<file path="config.mk">
export PLATFORM = sky130hd
export DESIGN_NAME = pcf_front
export DESIGN_NICKNAME = d
export VERILOG_FILES = /design/src/design/pcf_pkg.sv /design/src/design/pcf_front.sv
export SDC_FILE = /design/constraint.sdc
export NUM_CORES = 1
export LEC_CHECK = 0
export BUFFER_PORTS_ARGS = -buffer_cell sky130_fd_sc_hd__buf_2
export CAP_MARGIN = 25
export CORE_UTILIZATION = 47
export DETAILED_ROUTE_END_ITERATION = 16
export GPL_TIMING_DRIVEN = 0
export PLACE_DENSITY_LB_ADDON = 0.2
export SKIP_LAST_GASP = 1
export SLEW_MARGIN = 30
export SYNTH_ARGS = -nofsm -noshare
export SYNTH_HDL_FRONTEND = slang
export SYNTH_SLANG_ARGS = --single-unit
</file>
<file path="constraint.sdc">
create_clock -name clk -period 23.1 [get_ports clk]
set_input_delay 2.31 -clock clk [delete_from_list [all_inputs] [get_ports clk]]
set_output_delay 2.31 -clock clk [all_outputs]
set_load 0.01 [all_outputs]
</file>
<file path="src/design/pcf_pkg.sv">
package pcf_pkg;

  // widths fixed by the item and result formats
  localparam int ACTION_W = 2;
  localparam int SLOT_W   = 4;
  localparam int ADDR_W   = 64;
  localparam int BYTE_W   = 8;
  localparam int WORD_W   = 64;
  localparam int WINDOW_W = WORD_W - BYTE_W;
  localparam int COUNT_W  = 5;

  localparam int NUM_REGIONS_DEF = 16;

  // action codes
  localparam logic [ACTION_W-1:0] ACT_WRITE = 2'd0;
  localparam logic [ACTION_W-1:0] ACT_START = 2'd1;
  localparam logic [ACTION_W-1:0] ACT_BYTE  = 2'd2;

  // token kinds moving down the cell chain
  localparam logic [1:0] TOK_NONE  = 2'd0;
  localparam logic [1:0] TOK_WRITE = 2'd1;
  localparam logic [1:0] TOK_CAND  = 2'd2;

  // configuration reset values
  localparam logic [WORD_W-1:0] PTR_LOW_RST  = 64'h0000_0000_0001_0000;
  localparam logic [WORD_W-1:0] PTR_HIGH_RST = 64'h0000_7FFF_FFFF_FFFF;

  // the lag from window end to word start (one less than the bytes in a word)
  localparam logic [ADDR_W-1:0] WORD_LAG = 64'd7;

  typedef struct packed {
    logic [ACTION_W-1:0] action;
    logic [SLOT_W-1:0]   slot;
    logic [ADDR_W-1:0]   base_address;
    logic [ADDR_W-1:0]   region_length;
    logic [BYTE_W-1:0]   data_byte;
  } pcf_item_t;

  typedef struct packed {
    logic [WORD_W-1:0] pointer_value;
    logic [ADDR_W-1:0] location;
  } pcf_result_t;

  // write token: a = base, b = base + size
  // candidate token: a = word, b = location, hit = found in some region
  typedef struct packed {
    logic [1:0]        kind;
    logic [SLOT_W-1:0] slot;
    logic [WORD_W-1:0] a;
    logic [WORD_W-1:0] b;
    logic              hit;
  } pcf_tok_t;

endpackage

</file>
<file path="src/design/pcf_front.sv">
module pcf_front (
  input  logic                clk,
  input  logic                rst,
  input  logic                take,
  input  logic                advance,
  input  pcf_pkg::pcf_item_t  item,
  input  logic                aligned_only,
  input  logic [63:0]         pointer_low,
  input  logic [63:0]         pointer_high,
  output pcf_pkg::pcf_tok_t   tok
);
  import pcf_pkg::*;

  logic [WINDOW_W-1:0] window;
  logic [WINDOW_W-1:0] window_next;
  logic [ADDR_W-1:0]   seen;
  logic [ADDR_W-1:0]   seen_next;
  logic [ADDR_W-1:0]   wstart;
  logic [ADDR_W-1:0]   wstart_next;
  logic [WORD_W-1:0]   word;
  logic                tested;
  pcf_tok_t            tok_next;

  assign word = {item.data_byte, window};

  always_comb begin
    window_next = window;
    seen_next   = seen;
    wstart_next = wstart;
    tested      = 1'b0;
    tok_next    = '0;
    tok_next.kind = TOK_NONE;
    tok_next.slot = item.slot;
    if (take) begin
      case (item.action)
        ACT_WRITE: begin
          tok_next.kind = TOK_WRITE;
          tok_next.a    = item.base_address;
          tok_next.b    = item.base_address + item.region_length;
        end
        ACT_START: begin
          window_next = '0;
          seen_next   = '0;
          wstart_next = item.base_address - WORD_LAG;
        end
        ACT_BYTE: begin
          window_next = word[WORD_W-1:BYTE_W];
          seen_next   = seen + 64'd1;
          wstart_next = wstart + 64'd1;
          // full word present, alignment ok, inside the value bounds
          tested = (seen_next[ADDR_W-1:3] != '0) &&
                   (!aligned_only || seen_next[2:0] == 3'd0) &&
                   (word >= pointer_low) && (word <= pointer_high);
          if (tested) begin
            tok_next.kind = TOK_CAND;
            tok_next.a    = word;
            tok_next.b    = wstart;
          end
        end
        default: ;
      endcase
    end
  end

  always_ff @(posedge clk) begin
    if (rst) begin
      window   <= '0;
      seen     <= '0;
      wstart   <= '0 - WORD_LAG;
      tok.kind <= TOK_NONE;
    end else if (advance) begin
      window <= window_next;
      seen   <= seen_next;
      wstart <= wstart_next;
      tok    <= tok_next;
    end
  end

endmodule

</file>
==> results.yml, run 1 <==
clock_tree:
  cts_tree: "built"
  cts_hold_buf: 0
  cts_setup_buffers: 0
  cts_root_buf: "clkbuf_16"
  numCtsBuffers: 38
  clkSlewWorstSetupHoldPaths_ps: 60
  h-tree-depth: 2
  clock_sinks: 318
  ctsResizeCount: 0
  clockBufferDepth: 3
  worstSkewPairLatency_ps: 580
logic_synthesis:
  synth_top_family_by_area: "simple AND/OR/NAND/NOR gates"
  synth.distinct_cells: 84
  synth_async_sr_flop_share: 0
  syn-instance-count: 3012
  yosys_warnings: 0
  yosysSeqAreaShare: 0.3198
  synth-compound-area-share: 0.2278
  ys_seq_elements: 318
  synthAdderAreaFrac: 0.1039
  synthMuxAreaShare: 0.002082
  synthXorXnorAreaFrac: 0.05246
  synth_edf_count: 132
  avgSynthCellArea_um2: 7.982
  synth_fp_nets: 3486
  synth-main-ff-cell: "dfxtp_1"
  synth-simple-area-share: 0.2347
  synth_area_um2: 24040
power:
  ir_worst_vdd_mv: 0.04122
  pwr-share-comb: 0.198
  seqPwrFrac: 0.394
  pwr-share-clk: 0.408
  power.density_nw_per_um2: 54.92
  p_sw_mw: 0.4667
  swShare: 0.2994
  p_leak_nw: 12.03
  p_int_mw: 1.092
sta:
  hold_viol_final: 0
  finalSetupViolCount: 0
  slew_viol_final: 0
  fin_crit_ps: 6198
  fmax_mhz: 161.3
  fin_crit_sh: 0.2683
  tns_ps: 0
  grt_setup_unrepaired: "no"
  tightest_slew_ps: 1077
  fin_skew_ps: 26.12
  max_slew_margin: 0.2823
placed_design:
  gp_congestion: 0.9917
  placed_cells: 4097
  post-dp-hpwl_um: 80000
  portBuffers: 407
hold_path:
  hold_class: "reg2reg"
routing:
  drt_iter0_drc: 3130
  ant_nets: 0
  drc: 0
  routed_wl_um: 102100
  drt_first_pass_iters: 8
  wl_per_cell_um: 24.50
  vias_per_cell: 6.291
  num_vias: 26220
global_routing:
  grt_pass1_wl_um: 150300
  grt_max_degree: 27
  antenna_found_initial: 2
  grt_overflow: 0
  grt.busiest_layer: "met2"
  grt_pass1_vias: 24500
  grt_use_total: 0.3783
  grt_use_met2: 0.5918
  met3_usage: 0.07825
  grt.met1_usage: 0.5005
floorplanning:
  die_h_um: 228.2
  die_area_um2: 52060
  die_width_um: 228.2
  start_util: 0.4782
  core_area_um2: 50270
  row_count: 82
  boundaryPins: 410
layout:
  fillCellCount: 4776
  final_layout_size_suffix_gt1_frac: 0.1588
  final_cells: 4168
  nets: 3939
  area_delta_synth_final_pct: 18.08
critical_path:
  cp.required_ps: 23430
  reg2reg_slack_ps: 18130
  cp-start-kind: "input pin"
  arrival_ps: 6530
  crit_type: "in2reg"
  crit_path_end_kind: "register"
  cp_max_fo: 8
status:
  status: "finished, final reports clean"
flow_run:
  drv_cap: 0
-- logic make-up (layout without fill, tap and decap cells) --
family | after synthesis | after routing
buf+inv | 346 | 828
mux | 5 | 5
other cells | 1 | 3
simple gates | 1139 | 1139
flops | 318 | 318
xor+xnor | 144 | 144
fa+ha+maj | 199 | 199
compound gates | 860 | 860
-- metrics by stage --
step	hold slack (ps)	power (mW)	util	instance area, um^2	setup slack, ps
floorplan	444.6	0.8012	-	24040	14150
global placement	460.3	0.9204	0.5354	26920	11530
detailed placement	474.3	0.9248	0.5388	27090	16410
CTS	484.4	1.553	0.5643	28370	16990
global route	510.4	1.604	0.5646	28380	16770
finish	484.4	1.559	0.5646	28390	16900
-- final timing paths --
path / end / from / cells after the start
min: tok[133] / tok[133] / 2
min reg2reg: tok[133] / tok[133] / 2
max reg2reg: tok[32] / seen[17] / 13
max: tok[61] / item[104] / 13
-- synth_stat cells, drive strengths merged (25+ instances only) --
cell type | count | area share
xor2 | 69 | 0.025
nor2 | 214 | 0.033
buf | 47 | 0.012
ha | 198 | 0.10
nor3 | 89 | 0.019
xnor2 | 75 | 0.027
o22ai | 42 | 0.011
nand2 | 331 | 0.052
a21oi | 315 | 0.066
edfxtp | 132 | 0.16
a31oi | 35 | 0.0091
inv | 165 | 0.026
nand2b | 44 | 0.011
and3 | 48 | 0.013
a21o | 72 | 0.022
dfxtp | 186 | 0.15
nor4 | 44 | 0.012
o21ai | 140 | 0.029
a22o | 111 | 0.040
or2 | 30 | 0.0078
nand3 | 155 | 0.032
clkbuf | 134 | 0.021
nand4 | 69 | 0.018
or3 | 25 | 0.0065
-- critical path, stage by stage --
cell	delay (ps)
buf_2	190
ha_1	300
clkbuf_1	300
and4_1	360
nand3_1	120
nor3_1	480
nand2_1	100
a211oi_1	580
nor4_1	240
or3_1	400
a2111oi_0	670
mux2i_1	160
a211o_1	300
-- layer usage --
metal  wire length [um]  vias to the layer above
li1                   -                    11970
met1              41920                    12460
met2              44920                     1523
met3              10500                      274
met4               4790                        0
met5                  0                        -
-- power groups by stage --
stage	registers [mW]	clock network, mW	logic, mW
after global routing	0.615	0.657	0.332
after floorplan	0.629	0	0.172
final	0.614	0.636	0.309
after CTS	0.614	0.638	0.301
after detailed placement	0.626	0	0.299
after global placement	0.629	0	0.292
-- cell usage in the layout, fill, tap and decap left out, drive strengths merged, types with 72 or more instances in the layout --
cell type and n:
buf 460, nand2 331, a21oi 315, nor2 214, ha 198, dfxtp 186
clkbuf 183, inv 166, nand3 155, o21ai 140, edfxtp 132, a22o 111
nor3 89, xnor2 75, a21o 72
-- cell type report --
cell class / count / area [um^2] / area share
clock buffer: 49 / 1059 / 0.03729
timing repair buffer: 413 / 2190 / 0.07714
buffer: 181 / 804.5 / 0.02834
multi-input combinational: 2348 / 14960 / 0.5269
tap: 672 / 840.8 / 0.02962
clock inverter: 20 / 224.0 / 0.007890
sequential: 318 / 7687 / 0.2708
inverter: 165 / 619.3 / 0.02182
antenna: 2 / 5.005 / 0.0001763
-- state kept, by name, indices dropped and copies added (netlist names) --
signal,cells
seen,64
tok,134
wstart,64
window,56
Power figures use the tool's default switching activity.
==> inputs of run 2 (changes only) <==
clock period = 5.2 ns   (was 23.1 ns; I/O delays follow)
==> run 2 against run 1 <==
The run now ends with antenna violations left. Final area rose by 0.35%. Total power rose to 4.5 times the previous value. Flip-flop and latch count did not move. Critical path type is now reg2reg. Largest power group unchanged.
==> results.yml, run 2 (synthesized netlist as in run 1, its figures left out) <==
global_routing:
  grt_pass1_wl_um: 149400
  grt_use_total: 0.3749
  grt_pass1_vias: 24320
  antenna_found_initial: 1
  grt_max_degree: 27
  grt_overflow: 0
layout:
  top_regs: "tok (134), seen (64), wstart (64)"
  largest-register: "tok"
  final_common_cell: "buf_2"
  final_layout_size_suffix_gt1_frac: 0.1599
  final_cell_mix: "422 x buf_2, 331 x nand2_1, 315 x a21oi_1"
  nets: 3940
  final_cell_area_um2: 28480
  area_delta_synth_final_pct: 18.49
  post-route-util: 0.5666
  largest_reg_flops: 134
  fillCellCount: 4736
critical_path:
  cp-start-kind: "register"
  crit_slowest_cell: "or4_1"
  slowest_delay_ps: 600
  cp.required_ps: 5520
  reg2reg_to: "tok[58]"
  crit_chain: "clkbuf_1, nand3_1, or3_1, or3_1, or4_1, xnor2_1, or4_1, nor4_1, and3_4, nor3_2, buf_6, buf_6, a22o_1"
  crit_type: "reg2reg"
  reg2reg_slack_ps: 300
  arrival_ps: 5220
  timing.rr.start: "seen[17]"
  r2r_cells: 13
  startpoint: "seen[17]"
  crit_path_end_kind: "register"
  cp_max_fo: 10
  endpoint: "tok[58]"
floorplanning:
  start_util: 0.4782
  row_count: 82
  die_h_um: 228.2
  core_area_um2: 50270
  die_width_um: 228.2
  boundaryPins: 410
  die_area_um2: 52060
power:
  ir_worst_vdd_mv: 0.2033
  power.density_nw_per_um2: 247.9
  p_leak_nw: 12.07
sta:
  grt_setup_unrepaired: "no"
  slew_viol_final: 0
  fmax_mhz: 204.0
  tightest_slew_ps: 1051
  fin_crit_sh: 0.9429
  finalSetupViolCount: 0
  fin_skew_ps: 38.09
  max_slew_margin: 0.2992
  hold_viol_final: 0
  fin_crit_ps: 4903
clock_tree:
  ctsResizeCount: 0
  clock_sinks: 318
  clkSlewWorstSetupHoldPaths_ps: 60
  cts_hold_buf: 0
  numCtsBuffers: 39
  h-tree-depth: 2
  cts_setup_buffers: 0
  clockBufferDepth: 3
  worstSkewPairLatency_ps: 600
  cts_tree: "built"
  cts_root_buf: "clkbuf_16"
routing:
  vias_per_cell: 6.287
  wl_per_cell_um: 24.14
  num_vias: 26250
  ant_nets: 1
  drt_first_pass_iters: 6
  drc: 0
  drt_iter0_drc: 3254
  routed_wl_um: 100800
status:
  violations: "antenna violations"
  status: "finished, violations left"
flow_run:
  drv_cap: 0
placed_design:
  portBuffers: 407
  post-dp-hpwl_um: 78660
  gp_congestion: 1.006
  post_dp_cell_area_um2: 27100
hold_path:
  hold_class: "in2reg"
==> run 2: cell types whose count changed in the layout (fill, tap and decap cells not counted), sizes merged <==
cell,change
clkinv,-6
clkbuf,+5
diode,+4
clkinvlp,+2
inv,+2
==> run 2: layout make-up <==
cell class	instances	area [um^2]	share of cell area
sequential	318	7687	0.2699
clock inverter	18	240.2	0.008434
antenna	6	15.01	0.0005271
timing repair buffer	413	2202	0.07731
tap	672	840.8	0.02952
buffer	181	804.5	0.02824
inverter	165	619.3	0.02174
multi-input combinational	2348	14950	0.5249
clock buffer	54	1125	0.03949
==> run 2: critical path: cells and delay by family, from the launching register on <==
kind            cells  cell delay (ps)
simple gates        8             3150
buf+inv             3              670
compound gates      1              250
flops               1              310
xor+xnor            1              220
==> run 2: how the worst min path moves through the flow <==
stage | slack [ps] | end | from | cells past startpoint
final | 130 | tok[131] | item[138] | 1
after global routing | 120 | tok[131] | item[138] | 1
after CTS | 110 | tok[131] | item[138] | 1
after detailed placement | 490 | seen[1] | seen[1] | 2
after global placement | 470 | seen[1] | seen[1] | 2
after floorplan | 440 | window[0] | window[0] | 2
==> run 2: per-stage QoR <==
step	TNS (ps)	setup slack (ps)	total power [mW]	instances	hold slack (ps)
6_report	0	297.2	7.060	4175	127.6
5_1_grt	0	163.0	7.250	4170	123.0
4_1_cts	0	368.5	7.024	4169	112.1
3_5_place_dp	0	345.1	4.102	4097	486.2
3_3_place_gp	-135560	-1033	4.076	4091	470.4
2_1_floorplan	0	605.7	3.555	3012	444.6
==> run 2: power breakdown <==
group,switching [mW],internal [mW],total (mW)
Sequential,0.0544,2.67,2.73
Combinational,0.876,0.494,1.37
Clock,1.19,1.77,2.96
==> run 2: per-layer routing <==
metal	vias to the layer above	part of all wire	global-route usage	routed length, um
li1	11960	-	-	-
met1	12480	0.41	0.5046	41600
met2	1571	0.44	0.5898	44730
met3	242	0.10	0.06625	10310
met4	0	0.041	0.1590	4154
met5	-	0	0	0
