===== src/design/pcf_pkg.sv =====
package pcf_pkg;

  // widths fixed by the item and result formats
  localparam int ACTION_W = 2;
  localparam int SLOT_W   = 4;
  localparam int ADDR_W   = 64;
  localparam int BYTE_W   = 8;
  localparam int WORD_W   = 64;
  localparam int WINDOW_W = WORD_W - BYTE_W;
  localparam int COUNT_W  = 5;

  localparam int NUM_REGIONS_DEF = 16;

  // action codes
  localparam logic [ACTION_W-1:0] ACT_WRITE = 2'd0;
  localparam logic [ACTION_W-1:0] ACT_START = 2'd1;
  localparam logic [ACTION_W-1:0] ACT_BYTE  = 2'd2;

  // token kinds moving down the cell chain
  localparam logic [1:0] TOK_NONE  = 2'd0;
  localparam logic [1:0] TOK_WRITE = 2'd1;
  localparam logic [1:0] TOK_CAND  = 2'd2;

  // configuration reset values
  localparam logic [WORD_W-1:0] PTR_LOW_RST  = 64'h0000_0000_0001_0000;
  localparam logic [WORD_W-1:0] PTR_HIGH_RST = 64'h0000_7FFF_FFFF_FFFF;

  // the lag from window end to word start (one less than the bytes in a word)
  localparam logic [ADDR_W-1:0] WORD_LAG = 64'd7;

  typedef struct packed {
    logic [ACTION_W-1:0] action;
    logic [SLOT_W-1:0]   slot;
    logic [ADDR_W-1:0]   base_address;
    logic [ADDR_W-1:0]   region_length;
    logic [BYTE_W-1:0]   data_byte;
  } pcf_item_t;

  typedef struct packed {
    logic [WORD_W-1:0] pointer_value;
    logic [ADDR_W-1:0] location;
  } pcf_result_t;

  // write token: a = base, b = base + size
  // candidate token: a = word, b = location, hit = found in some region
  typedef struct packed {
    logic [1:0]        kind;
    logic [SLOT_W-1:0] slot;
    logic [WORD_W-1:0] a;
    logic [WORD_W-1:0] b;
    logic              hit;
  } pcf_tok_t;

endpackage


===== src/design/pcf_cell.sv =====
module pcf_cell #(
  parameter int INDEX = 0
) (
  input  logic              clk,
  input  logic              rst,
  input  logic              advance,
  input  logic              active,
  input  pcf_pkg::pcf_tok_t tok_in,
  output pcf_pkg::pcf_tok_t tok_out
);
  import pcf_pkg::*;

  logic [WORD_W-1:0] base;
  logic [WORD_W-1:0] limit;
  logic              match;
  pcf_tok_t          tok_next;

  // region end is kept precomputed, so the check is two compares
  assign match = (tok_in.a >= base) && (tok_in.a < limit);

  always_comb begin
    tok_next     = tok_in;
    tok_next.hit = tok_in.hit ||
                   (active && tok_in.kind == TOK_CAND && match);
  end

  always_ff @(posedge clk) begin
    if (advance && tok_in.kind == TOK_WRITE && 32'(tok_in.slot) == INDEX) begin
      base  <= tok_in.a;
      limit <= tok_in.b;
    end
  end

  always_ff @(posedge clk) begin
    if (rst) begin
      tok_out.kind <= TOK_NONE;
    end else if (advance) begin
      tok_out <= tok_next;
    end
  end

endmodule


===== config.mk =====
export PLATFORM = sky130hd
export DESIGN_NAME = pcf_cell
export DESIGN_NICKNAME = d
export VERILOG_FILES = /design/src/design/pcf_pkg.sv /design/src/design/pcf_cell.sv
export SDC_FILE = /design/constraint.sdc
export NUM_CORES = 1
export LEC_CHECK = 0
export BUFFER_PORTS_ARGS = -buffer_cell sky130_fd_sc_hd__buf_4
export CAP_MARGIN = 15
export CORE_MARGIN = 10
export CORE_UTILIZATION = 58
export DETAILED_ROUTE_END_ITERATION = 16
export MAX_ROUTING_LAYER = met4
export PLACE_DENSITY = 0.95
export SETUP_SLACK_MARGIN = 0.15
export SLEW_MARGIN = 20
export SYNTH_ARGS = -nofsm -noshare
export SYNTH_HDL_FRONTEND = slang
export SYNTH_SLANG_ARGS = --single-unit

===== constraint.sdc =====
create_clock -name clk -period 20.8 [get_ports clk]
set_input_delay 0 -clock clk [delete_from_list [all_inputs] [get_ports clk]]
set_output_delay 0 -clock clk [all_outputs]
set_load 0.01 [all_outputs]

==> out/metrics.yaml, run 1 <==
synth-seq-area-share_pct: 70.88
antenna_found_initial: 3
dieArea_sq_mm: 0.02510
rr_endpoint: "tok_out[0]$_DFFE_PP_"
worstReg2RegStart: "limit[11]$_DFFE_PP_"
fin_cells: 1421
syn-num-nets: 988
fin_crit_sh_pct: 13.58
die_h_um: 158.4
fill_cells: 788
crit_path_max_fanout: 74
drtIter0Drc: 572
synth_warnings: 0
fmax_mhz: 354.0
p_sw_share_pct: 21.53
worst-setup-path-type: "in -> reg"
firstDrtPassIters: 5
worstPathRequired_ps: 20950
multi_input_area_sq_mm: 0.002765
ys_ff_latch: 263
avgSynthCellArea_sq_um: 15.39
grtUsageTotal_pct: 27.07
cap_viol_max_count: 0
hold_path.class: "in -> reg"
rsz0062_at_grt: "no"
yosys.area.top_type_share_pct: 70.52
grt_pass1_wl_um: 50430
fin_nets: 1430
final_antenna_net_count: 0
yosys.area.top_type: "edfxtp_1"
grt_max_degree: 75
end_kind: "register"
p_leak_nw: 6.858
cts.reportedPaths.clkPinSlew_ps: 60
fp.dieW_um: 158.4
core_area_sq_mm: 0.01877
dpl.hpwl_um: 20500
comb_power_share_pct: 10.4
start_util_pct: 59.22
grt_pass1_vias: 8831
drive_gt1_share_pct: 27.53
route.detailed.drc: 0
power_frac_clock_pct: 41.5
clock_sinks: 263
synth_area_leaders: "edfxtp_1, ha_1, inv_1"
drv_slew: 0
finalWirelength_um: 33400
placed_area_sq_mm: 0.01350
cts_tree: "yes"
pwr-share-seq_pct: 48.1
vias: 8002
ir_drop_mv: 0.08113
start_kind: "input pin"
final_area_sq_mm: 0.01585
insertion_delay_ps: 530
tns_ps: 0
synth-edff-count: 261
seq_area_sq_mm: 0.007878
wire_per_inst_um: 23.51
cp.arrival_ps: 2970
rr_worst_depth: 8
cts_setup_buffers: 0
area_growth_pct: 42.62
tightest_slew_ps: 977.7
synthArstFlopShare_pct: 0
gr-total-overflow: 0
outcome: "finished, final reports clean"
hp-start: "tok_in[0]"
io_pins: 274
synth_ff_type: "edfxtp_1"
setup_violations: 0
synth_area_sq_mm: 0.01111
p_sw_uw: 274.0
synth_cell_types: 40
rows: 50
cts_htree_levels: 1
dpl.cell_count: 1233
timing.final.ws_setup_ps: 17970
cts_resized: 0
hold_depth: 5
portBuffers: 273
syn-instance-count: 722
viasPerCell: 5.631
dp_slack_ps: 18050
cts_buffers: 26
hold_end: "tok_out[0]$_DFFE_PP_"
power_density_mw_per_mm2: 80.30
reg2reg_slack_ps: 18020
clock_skew_ps: 21.07
fin_crit_ps: 2825
p_int_uw: 998.9
cts_buffer_depth: 3
slew_headroom_pct: 34.82
clock-root-buffer: "clkbuf_16"
finalWeightedCongestion: 0.8095
hold_violations: 0
[critical path, stage by stage]
cell and delay [ps]:
dlygate4sd3_1 540, buf_4 140, or4_1 530, nor3_2 170
buf_4 620, buf_4 840
[logic make-up (layout without fill, tap and decap cells)]
| family | count (synthesis) | after routing | share of synthesized area (%) |
|---|---|---|---|
| AO/OA/AOI/OAI | 102 | 102 | 5.764 |
| adder cells (fa/ha/maj) | 127 | 127 | 14.30 |
| buffers and inverters | 129 | 591 | 4.357 |
| flip-flops | 263 | 263 | 70.88 |
| multiplexers | 1 | 1 | 0.09006 |
| other | 0 | 3 | 0 |
| AND/OR/NAND/NOR | 100 | 100 | 4.616 |
[layout make-up]
class	instances	area share [%]
antenna	3	0.04736
clock buffer	29	4.310
clock inverter	19	1.831
inverter	129	3.055
multi-input combinational	330	17.44
sequential	263	49.70
tap	234	1.847
timing repair buffer	414	21.77
[through the flow]
stage                     hold slack, ps  util (%)  total power [mW]
after floorplan                    69.07         -            0.6599
after global placement             185.4     71.93            0.7212
after detailed placement           186.7     71.93            0.7275
after CTS                          78.54     84.42             1.267
after global routing               139.0     84.46             1.310
final                              101.7     84.46             1.273
[timing repair]
| item | in CTS | in global routing |
|---|---|---|
| hold buffers | 137 | 0 |
| endpoints found under the setup margin | 0 | 0 |
| endpoints found under the hold margin | 262 | 0 |
[how the worst max path moves through the flow]
stage                     depth (start not counted)  slack [ps]              endpoint                from
after global routing                              6       17840   limit[38]$_DFFE_PP_         tok_in[129]
after global placement                            5       18140    base[43]$_DFFE_PP_         tok_in[130]
final                                             6       17970    base[41]$_DFFE_PP_         tok_in[130]
after detailed placement                          8       18050  tok_out[0]$_DFFE_PP_  limit[1]$_DFFE_PP_
after CTS                                         8       18010  tok_out[0]$_DFFE_PP_  limit[1]$_DFFE_PP_
after floorplan                                   2       10870     base[0]$_DFFE_PP_         tok_in[130]
[power groups by stage]
stage | sequential, mW | combinational [mW] | clock [mW]
finish | 0.612 | 0.132 | 0.528
floorplan | 0.634 | 0.0261 | 0
global route | 0.614 | 0.142 | 0.555
global placement | 0.621 | 0.100 | 0
detailed placement | 0.622 | 0.105 | 0
CTS | 0.611 | 0.128 | 0.528
[state kept, by name (all words and copies together) (netlist names)]
register,count
base,64
limit,64
tok_out,135
[cells in the final DEF, fill, tap and decap left out, types with 2 or more instances in the layout]
master         synthesis  final
a211oi_1               7      7
a21boi_0               2      2
a21o_1                 9      9
a21oi_1               47     47
a221o_1                2      2
a221oi_1               3      3
and4_1                 4      4
buf_4                  0    277
bufinv_16              0      7
clkbuf_1               0      2
clkbuf_16              0     27
clkinv_1               0      4
clkinv_4               0      3
clkinvlp_4             0      4
dfxtp_1                2      2
diode_2                0      3
dlygate4sd3_1          0    137
edfxtp_1             261    261
ha_1                 127    127
inv_1                129    129
nand2_1               31     31
nand2b_1               2      2
nand3_1               12     12
nand4_1               19     19
nor2_1                18     18
nor2b_1                3      2
nor4_1                 3      3
o21a_1                 2      2
o21ai_0               17     17
o31ai_1                2      2
[synthesized netlist by cell type (2+ instances only)]
cell type and count:
a211oi_1 7, a21boi_0 2, a21o_1 9, a21oi_1 47
a221o_1 2, a221oi_1 3, and4_1 4, dfxtp_1 2
edfxtp_1 261, ha_1 127, inv_1 129, nand2_1 31
nand2b_1 2, nand3_1 12, nand4_1 19, nor2_1 18
nor2b_1 3, nor3_1 2, nor4_1 3, o21a_1 2
o21ai_0 17, o31ai_1 2
[routing by layer]
metal | global-route usage [%] | vias to the layer above | wire, um
li1 | - | 3562 | -
met1 | 29.06 | 3838 | 11560
met2 | 47.97 | 513 | 17390
met3 | 6.179 | 89 | 3282
met4 | 10.28 | 0 | 1170
met5 | - | - | 0
(Power assumes the default switching activity.)
==> run 2: changes to the inputs <==
- ABC_AREA: not set -> 1
- CORE_UTILIZATION: 58 -> 54
- PLACE_DENSITY: 0.95 -> 0.89
- clock period: 20.8 -> 2.6 ns (I/O delays scaled with it)
==> out/metrics.yaml, run 2 <==
regMostFlops: "tok_out"  # unchanged
core_area_sq_mm: 0.02089  # was 0.01877 sq mm
worstPathRequired_ps: 2900  # was 20950 ps
dpl.hpwl_um: 20080  # was 20500 um
grt_max_degree: 85  # was 75
avgSynthCellArea_sq_um: 13.72  # was 15.39 sq um
fin_crit_ps: 1987
synth_top_family_by_area: "adder cells"  # unchanged
drive_gt1_share_pct: 25.97  # was 27.53%
clock_skew_ps: 8.201  # was 21.07 ps
synthSimpleGateAreaFrac_pct: 7.323  # was 4.616%
cts_htree_levels: 1  # unchanged
final_cell_mix: "buf_4, edfxtp_1, inv_1"  # was buf_4, edfxtp_1, dlygate4sd3_1
yosys.area.top_type: "edfxtp_1"  # unchanged
synth_area_sq_mm: 0.01136  # was 0.01111 sq mm
fin_cells: 1574  # was 1421
grt_pass1_vias: 8805  # was 8831
synth-seq-area-share_pct: 69.33  # was 70.88%
rr_worst_depth: 11  # was 8
fp.dieW_um: 165.1  # was 158.4 um
fin_total_pwr_mw: 9.883  # was 1.273 mW
tightest_slew_ps: 509.2  # was 977.7 ps
route.detailed.drc: 0  # unchanged
worstReg2RegStart: "limit[58]$_DFFE_PP_"  # was limit[11]$_DFFE_PP_
firstDrtPassIters: 5  # unchanged
drtIter0Drc: 480  # was 572
area_growth_pct: 42.15  # was 42.62%
clock-root-buffer: "clkbuf_16"  # unchanged
drv_slew: 0  # unchanged
die_h_um: 165.1  # was 158.4 um
start_util_pct: 54.39  # was 59.22%
yosys.area_share.xor_xnor_pct: 0  # unchanged
vias: 7971  # was 8002
dieArea_sq_mm: 0.02724  # was 0.02510 sq mm
grt_pass1_wl_um: 47460  # was 50430 um
ir_drop_mv: 0.6250  # was 0.08113 mV
post-synth-top-count-cell: "edfxtp_1"  # unchanged
muxShareOfSynthArea_pct: 0  # was 0.09006%
holdWs_ps: 62.09  # was 101.7 ps
timing.final.ws_setup_ps: 612.6  # was 17970 ps
synth_compound_area_share_pct: 3.942  # was 5.764%
critPathMaxStageDelay_ps: 350  # was 840 ps
grtUsageTotal_pct: 23.17  # was 27.07%
reg2reg_slack_ps: 610  # was 18020 ps
tns_ps: 0  # unchanged
cp_num_buf_inv: 1  # was 4
synthAdderAreaFrac_pct: 13.99  # was 14.30%
end_kind: "register"  # unchanged
rsz0062_at_grt: "no"  # unchanged
worst-setup-path-type: "reg -> reg"  # was in -> reg
reg_top3: "tok_out: 135 flops, base: 64 flops, limit: 64 flops"  # unchanged
yosys.area.top_type_share_pct: 68.98  # was 70.52%
crit_path_max_fanout: 2  # was 74
final_core_util_pct: 77.32  # was 84.46%
hold_path.class: "in -> reg"  # unchanged
synth-edff-count: 261  # unchanged
layout_commonest_cell: "buf_4"  # unchanged
synth_warnings: 0  # unchanged
hold_end: "limit[61]$_DFFE_PP_"  # was tok_out[0]$_DFFE_PP_
setup_violations: 0  # unchanged
hp-start: "tok_in[134]"  # was tok_in[0]
hold_violations: 0  # unchanged
slew_headroom_pct: 66.06  # was 34.82%
synthArstFlopShare_pct: 0  # unchanged
ys_ff_latch: 263  # unchanged
synth_area_leaders: "edfxtp_1, ha_1, inv_1"  # unchanged
viasPerCell: 5.064  # was 5.631
fin_nets: 1538  # was 1430
worst_path_most_repeated_cell: "nand2_1"  # was buf_4
cts_tree: "yes"  # unchanged
cts.reportedPaths.clkPinSlew_ps: 60  # about the same
placed_area_sq_mm: 0.01386  # was 0.01350 sq mm
finalWirelength_um: 31090  # was 33400 um
hold_depth: 3  # was 5
synth_ff_type: "edfxtp_1"  # unchanged
fmax_mhz: 503.2
start_kind: "register"  # was input pin
cp.arrival_ps: 2280  # was 2970 ps
p_leak_nw: 7.194  # was 6.858 nW
cts_buffers: 28  # was 26
cts_setup_buffers: 0  # unchanged
crit_family: "simple AND/OR/NAND/NOR gates"  # was buffers and inverters
cts_buffer_depth: 3  # unchanged
yosys-top-cells-count: "edfxtp_1, inv_1, ha_1, nand2_1, a21oi_1"  # was edfxtp_1, inv_1, ha_1, a21oi_1, nand2_1
cap_viol_max_count: 0  # unchanged
synth_cell_types: 22  # was 40
outcome: "finished, final reports clean"  # unchanged
clock_sinks: 263  # unchanged
io_pins: 274  # unchanged
dp_slack_ps: 644.0  # was 18050 ps
cp_slowest_cell: "edfxtp_1"  # was buf_4
syn-num-nets: 1094  # was 988
power_density_mw_per_mm2: 611.9  # was 80.30 mW/mm^2
syn-instance-count: 828  # was 722
antenna_found_initial: 2  # was 3
insertion_delay_ps: 530  # about the same
dpl.cell_count: 1380  # was 1233
fill_cells: 1141  # was 788
rows: 53  # was 50
crit_chain: "inv_1 -> ha_1 -> nand2_1 -> nor2_1 -> nand4_1 -> nor3_2 -> nand2_1 -> nor3_2 -> nand2_1 -> nand3_1 -> nand2_1"  # was dlygate4sd3_1 -> buf_4 -> or4_1 -> nor3_2 -> buf_4 -> buf_4
rr_endpoint: "tok_out[0]$_DFFE_PP_"  # unchanged
gr-total-overflow: 0  # unchanged
finalWeightedCongestion: 0.8132  # was 0.8095
portBuffers: 273  # unchanged
largest_reg_flops: 135  # unchanged
fin_crit_sh_pct: 76.44
final_antenna_net_count: 0  # unchanged
wire_per_inst_um: 19.75  # was 23.51 um
final_area_sq_mm: 0.01615  # was 0.01585 sq mm
[run 2: changes by cell type in the layout (fill, tap and decap cells not counted), moves of 6 or more]
cell      before  now
a211oi_1       7    0
a21o_1         9    3
a21oi_1       47   59
inv_1        129  163
nand2_1       31  123
nand4_1       19   10
nor2_1        18   25
[run 2: how the worst max path moves through the flow]
stage	slack [ps]	end	start	cells after the start
4_1_cts	630	tok_out[0]$_DFFE_PP_	limit[59]$_DFFE_PP_	11
3_5_place_dp	640	tok_out[0]$_DFFE_PP_	base[27]$_DFFE_PP_	14
3_3_place_gp	710	tok_out[0]$_DFFE_PP_	base[27]$_DFFE_PP_	14
2_1_floorplan	-2290	base[0]$_DFFE_PP_	tok_in[129]	2
5_1_grt	410	tok_out[0]$_DFFE_PP_	limit[62]$_DFFE_PP_	11
6_report	610	tok_out[0]$_DFFE_PP_	limit[58]$_DFFE_PP_	11
[run 2: final cells by class]
| cell class | instances | area, sq um | area share, % |
|---|---|---|---|
| sequential | 263 | 7878 | 48.77 |
| timing repair buffer | 414 | 3501 | 21.67 |
| inverter | 164 | 615.6 | 3.811 |
| antenna | 5 | 12.51 | 0.07747 |
| clock buffer | 39 | 793.3 | 4.911 |
| multi-input combinational | 401 | 2897 | 17.93 |
| tap | 275 | 344.1 | 2.130 |
| clock inverter | 13 | 111.4 | 0.6894 |
[run 2: layer usage]
layer | share of wire (%) | track usage, % | wire (um) | vias up
met3 | 8.2 | 5.949 | 2541 | 65
met2 | 52 | 40.43 | 16300 | 331
li1 | - | - | - | 3773
met5 | 0 | - | 0 | -
met4 | 2.9 | 8.213 | 894 | 0
met1 | 37 | 25.15 | 11350 | 3802
[run 2: cell families after synthesis]
kind of cell | count (synthesis)
compound gates | 84
flops | 263
fa+ha+maj | 127
simple gates | 190
buf+inv | 164
[run 2: tightest hold or removal path: stages]
cell and delay (ps):
buf_4 120, nor4_4 70, buf_12 190
[run 2: timing repair]
item	CTS	global route
hold endpoints to repair	263	0
resized for setup	0	0
hold buffers	137	0
[run 2: where the power goes]
part	internal, mW	total, mW	switching [mW]
registers	4.84	4.89	0.0545
clock network	2.32	3.93	1.62
logic	0.549	1.06	0.508
total	7.70	9.88	2.18
